## config.mk

```make
export PLATFORM = sky130hd
export DESIGN_NAME = nta_cell
export DESIGN_NICKNAME = d
export VERILOG_FILES = /design/src/hw/rtl/nta_pkg.sv /design/src/hw/rtl/nta_cell.sv
export SDC_FILE = /design/constraint.sdc
export NUM_CORES = 1
export LEC_CHECK = 0
export CAP_MARGIN = 25
export CORE_AREA = 5 5 128 130
export CTS_BUF_LIST = sky130_fd_sc_hd__clkbuf_8 sky130_fd_sc_hd__clkbuf_16
export DETAILED_ROUTE_END_ITERATION = 6
export DIE_AREA = 0 0 133 135
export DONT_BUFFER_PORTS = 1
export PLACE_DENSITY_LB_ADDON = 0.15
export SYNTH_ARGS = -nofsm -noshare
export SYNTH_HDL_FRONTEND = slang
export SYNTH_SLANG_ARGS = --single-unit
export TNS_END_PERCENT = 1
```

## constraint.sdc

```tcl
create_clock -name clk_i -period 3.6 [get_ports clk_i]
set_input_delay 0.72 -clock clk_i [delete_from_list [all_inputs] [get_ports clk_i]]
set_output_delay 0.72 -clock clk_i [all_outputs]
set_load 0.1 [all_outputs]
```

## src/hw/rtl/nta_pkg.sv

```systemverilog
`timescale 1ns / 1ps
`default_nettype none
// ----------------------------------------------------------------------------
// nta_pkg
// Shared types and constants of the nearest track association table.
// ----------------------------------------------------------------------------
package nta_pkg;

  // field widths
  localparam int unsigned PosW     = 16;
  localparam int unsigned TimeW    = 32;
  localparam int unsigned GateW    = 16;
  localparam int unsigned SlotW    = 5;
  localparam int unsigned CountW   = 6;
  localparam int unsigned CfgIdxW  = 1;
  localparam int unsigned CfgDataW = 32;

  // register indexes
  localparam logic [CfgIdxW-1:0] REG_GATE   = 1'b0;
  localparam logic [CfgIdxW-1:0] REG_RETIRE = 1'b1;

  // operation codes
  localparam logic OP_OBSERVE  = 1'b0;
  localparam logic OP_SCAN_END = 1'b1;

  // reset values of the registers
  localparam logic [GateW-1:0] GATE_RESET   = 16'd200;
  localparam logic [TimeW-1:0] RETIRE_RESET = 32'd1000;

  // one table entry as held by a cell
  typedef struct packed {
    logic [PosW-1:0]  x;
    logic [PosW-1:0]  y;
    logic [PosW-1:0]  heading;
    logic [TimeW-1:0] seen;
    logic             dead;
  } entry_t;

  // what the cells do in a cycle
  typedef enum logic [1:0] {
    CELL_HOLD  = 2'd0,
    CELL_ROT   = 2'd1,
    CELL_SWAP  = 2'd2,
    CELL_WRITE = 2'd3
  } cell_mode_e;

  typedef struct packed {
    cell_mode_e mode;
    logic       parity;
  } cell_ctrl_t;

endpackage
`default_nettype wire

```

## src/hw/rtl/nta_cell.sv

```systemverilog
`timescale 1ns / 1ps
`default_nettype none
// ----------------------------------------------------------------------------
// nta_cell
// One table entry; rotates toward the head, swaps with a neighbor during
// compaction, or loads a new entry.
// ----------------------------------------------------------------------------
module nta_cell #(
  parameter int unsigned INDEX = 0,
  parameter int unsigned DEPTH = 32,
  parameter int unsigned IDX_W = 5
) (
  input  wire                      clk_i,
  input  wire nta_pkg::cell_ctrl_t ctrl_i,
  input  wire [IDX_W-1:0]          wr_idx_i,
  input  wire nta_pkg::entry_t     wr_entry_i,
  input  wire nta_pkg::entry_t     next_i,
  input  wire nta_pkg::entry_t     prev_i,
  output nta_pkg::entry_t          entry_o
);
  import nta_pkg::*;

  localparam logic LeftPar  = 1'(INDEX % 2);
  localparam logic RightPar = 1'((INDEX + 1) % 2);
  localparam bit   HasRight = (INDEX < DEPTH - 1);
  localparam bit   HasLeft  = (INDEX > 0);

  entry_t entry_q, entry_d;

  // next value of the entry
  always_comb begin
    entry_d = entry_q;
    case (ctrl_i.mode)
      CELL_ROT: entry_d = next_i;
      CELL_SWAP: begin
        if (HasRight && ctrl_i.parity == LeftPar) begin
          if (entry_q.dead && !next_i.dead) entry_d = next_i;
          else if (entry_q.dead && next_i.dead) entry_d = entry_q;
        end
        if (HasLeft && ctrl_i.parity == RightPar) begin
          if (prev_i.dead && !entry_q.dead) entry_d = prev_i;
        end
      end
      CELL_WRITE: begin
        if (wr_idx_i == IDX_W'(INDEX)) entry_d = wr_entry_i;
      end
      default: entry_d = entry_q;
    endcase
  end

  // entry storage
  always_ff @(posedge clk_i) begin
    entry_q <= entry_d;
  end

  assign entry_o = entry_q;

endmodule
`default_nettype wire

```

==> qor.txt <==
CTS Buffer Depth = 2
Net count, final = 434
FF-to-FF Start = entry_o[0]
Period utilisation layout = 60.6%
Post-Route WL = 8.34 mm
Drt drc = 0
Final Cell Area = 0.00406 mm^2
# diodes = 0
Share of synthesized registers carrying an async set or reset = 0%
Die X = 133 um
Largest register FFs = 81
TritonCTS buffer count = 9
Worst skew pair latency = 0.34 ns
Synth area leaders = edfxtp_1 69%, mux2_2 24%, clkbuf_8 3.1%
RSZ-0062 raised after global routing = no
Vias in the first global route = 1839
Type of origin of the critical path = flop
Syn_nets = 428
Number of enable flip-flop cells after synthesis = 81
Slew HR = 36.1%
Core Box Area = 0.0150 mm^2
Reg2reg setup slack = 1.42 ns
Largest net degree at the start of global routing = 82
Reg clk slew, reported paths = 0.07 ns
GRT Total Usage = 8.86%
I/O pins = 333
Final setup viols = 0
Clock sinks = 81
Cell taking the most area after synthesis = edfxtp_1
Setup crit end = entry_o[49]
Crit. Startpoint = entry_o[0]
Area grow syn2layout = 15.1%
Leakage = 0.00135 uW
Synth Area in XOR/XNOR = 0%
First-pass detailed-route iteration total = 4
Iteration-0 DRC Markers = 41
CTS H-tree lvls = 3
Routed Antenna Nets = 0
Crit Path Class = reg2reg
Number of hold violations in the final report = 0
Min Tclk post-route = 2.18 ns
Post-Synth Simple-Gate Area = 1.06%
Grt ovf = 0
# rows = 45
Layout Skew = 0.00883 ns
Layout cells sized above 1 = 54.0%
Predominant post-synthesis flop cell = edfxtp_1
Hold-fix buffers at CTS = 0
Total number of yosys warnings = 0
Post-cts resize count = 0
Slew Viols, Final = 0
Mux cell area share after synthesis = 26.9%
Largest family of logic cells by synthesized area = multiplexers
Count of state elements after synthesis = 81
Post-synth top area share = 68.9%
PwrDens = 677 mW/mm^2
Status = completed
Fillers = 1506
Gate Count Post-Synth = 176
Vias per Instance = 4.37
Peak VDD IR = 0.248 mV
Postcts setup bufs = 0
Hold path depth = 1
Placed cell areas = 0.00369 mm^2
Vias = 1640
Post-synth top cells = 81 x edfxtp_1, 74 x mux2_2, 8 x clkbuf_8
Worst Tran Pin Value = 0.961 ns
Cell area after synthesis = 0.00353 mm^2
First-pass GRT wire length = 11.5 mm
Critical Path End Type = flop
Cell with the most instances after synthesis = edfxtp_1
Dpl hpwl = 6.10 mm
Worst EP required = 3.62 ns
Worst Hold Class = in2reg
RePlAce Congestion = 0.650
Antenna violations before repair = 0
Setup TNS = 0 ns
Initial Util = 23.5%
Final Util = 27.0%
Number of max-cap violations = 0
FMAX = 459 MHz
IO buf count = 0
Die height = 135 um
Reg-to-reg endpoint = entry_o[49]
Post-synthesis cell type count = 10
Register area share after synthesis = 68.9%
Critical path peak fanout = 48
CTS tree = yes
Worst r2r path cells = 5
Wire length per cell = 22.2 um
Synthesized-area fraction occupied by adder cells = 0%
CTS root buf = clkbuf_16
Footprint of the multi-input gates = 993 um^2
Sequential cell area = 0.00243 mm^2
Avg Inst Size Synth = 20.0 um^2
Compound-cell area share of the yosys netlist = 0%
CP Data Arrival Time = 2.20 ns
Die area = 0.0180 mm^2
-- worst min path at each step --
stage / start / to / slack [ns]
floorplan: next_i[10] / entry_o[10] / 0.94
detailed placement: next_i[8] / entry_o[8] / 0.94
finish: next_i[8] / entry_o[8] / 0.59
global placement: next_i[12] / entry_o[12] / 0.94
CTS: next_i[8] / entry_o[8] / 0.56
global route: wr_entry_i[41] / entry_o[41] / 0.57
-- layer usage --
metal / vias up / track usage (%) / share of wire, %
li1: 710 / - / -
met1: 759 / 9.43 / 37
met2: 155 / 13.3 / 48
met3: 16 / 6.00 / 13
met4: 0 / 4.50 / 2.0
met5: - / 0 / 0
-- cells in the final DEF (no fill, tap or decap) --
cell | synthesis | layout
nand2_4 | 1 | 2
clkbuf_16 | 0 | 9
clkinvlp_4 | 0 | 1
buf_12 | 0 | 1
nand3b_1 | 1 | 1
inv_1 | 0 | 1
buf_16 | 0 | 1
buf_4 | 0 | 1
clkinv_4 | 0 | 1
inv_6 | 0 | 1
nor4b_1 | 1 | 1
edfxtp_1 | 81 | 81
mux2_4 | 7 | 7
nor4_1 | 1 | 1
bufinv_16 | 0 | 3
mux2_2 | 74 | 74
mux2i_1 | 1 | 1
-- metrics by stage --
| stage | instances | total power, uW | setup WS (ns) | hold WS, ns |
|---|---|---|---|---|
| floorplan | 176 | 1680 | 0.111 | 0.937 |
| CTS | 374 | 2800 | 1.37 | 0.563 |
| global route | 375 | 2850 | 1.22 | 0.568 |
| finish | 375 | 2750 | 1.42 | 0.593 |
| global placement | 358 | 1710 | 1.30 | 0.939 |
| detailed placement | 358 | 1710 | 1.27 | 0.940 |
-- kinds of logic after synthesis --
logic type | count (synthesis)
buffers and inverters | 8
DFF | 81
muxes | 82
and+or+nand+nor | 5
-- where the power goes --
group / switching (uW) / internal (uW) / total [uW]
sequential: 418 / 1120 / 1540
clock: 385 / 679 / 1060
combinational: 69.3 / 77.2 / 147
-- worst max-delay path, cell delays in order, from the launching register on --
cell and delay (ns):
edfxtp_1 0.32, buf_4 0.29, nor4b_1 0.27, mux2i_1 0.17
nand2_4 0.40, buf_12 0.32
-- cell type report --
| cell class | instances | share of cell area, % |
|---|---|---|
| Multi-Input combinational cell | 87 | 24.5 |
| Clock buffer | 9 | 5.55 |
| Tap cell | 188 | 5.79 |
| Sequential cell | 81 | 59.9 |
| Clock inverter | 7 | 2.93 |
| Timing Repair Buffer | 3 | 1.36 |
Note: power is estimated with default switching activity, not from simulation.
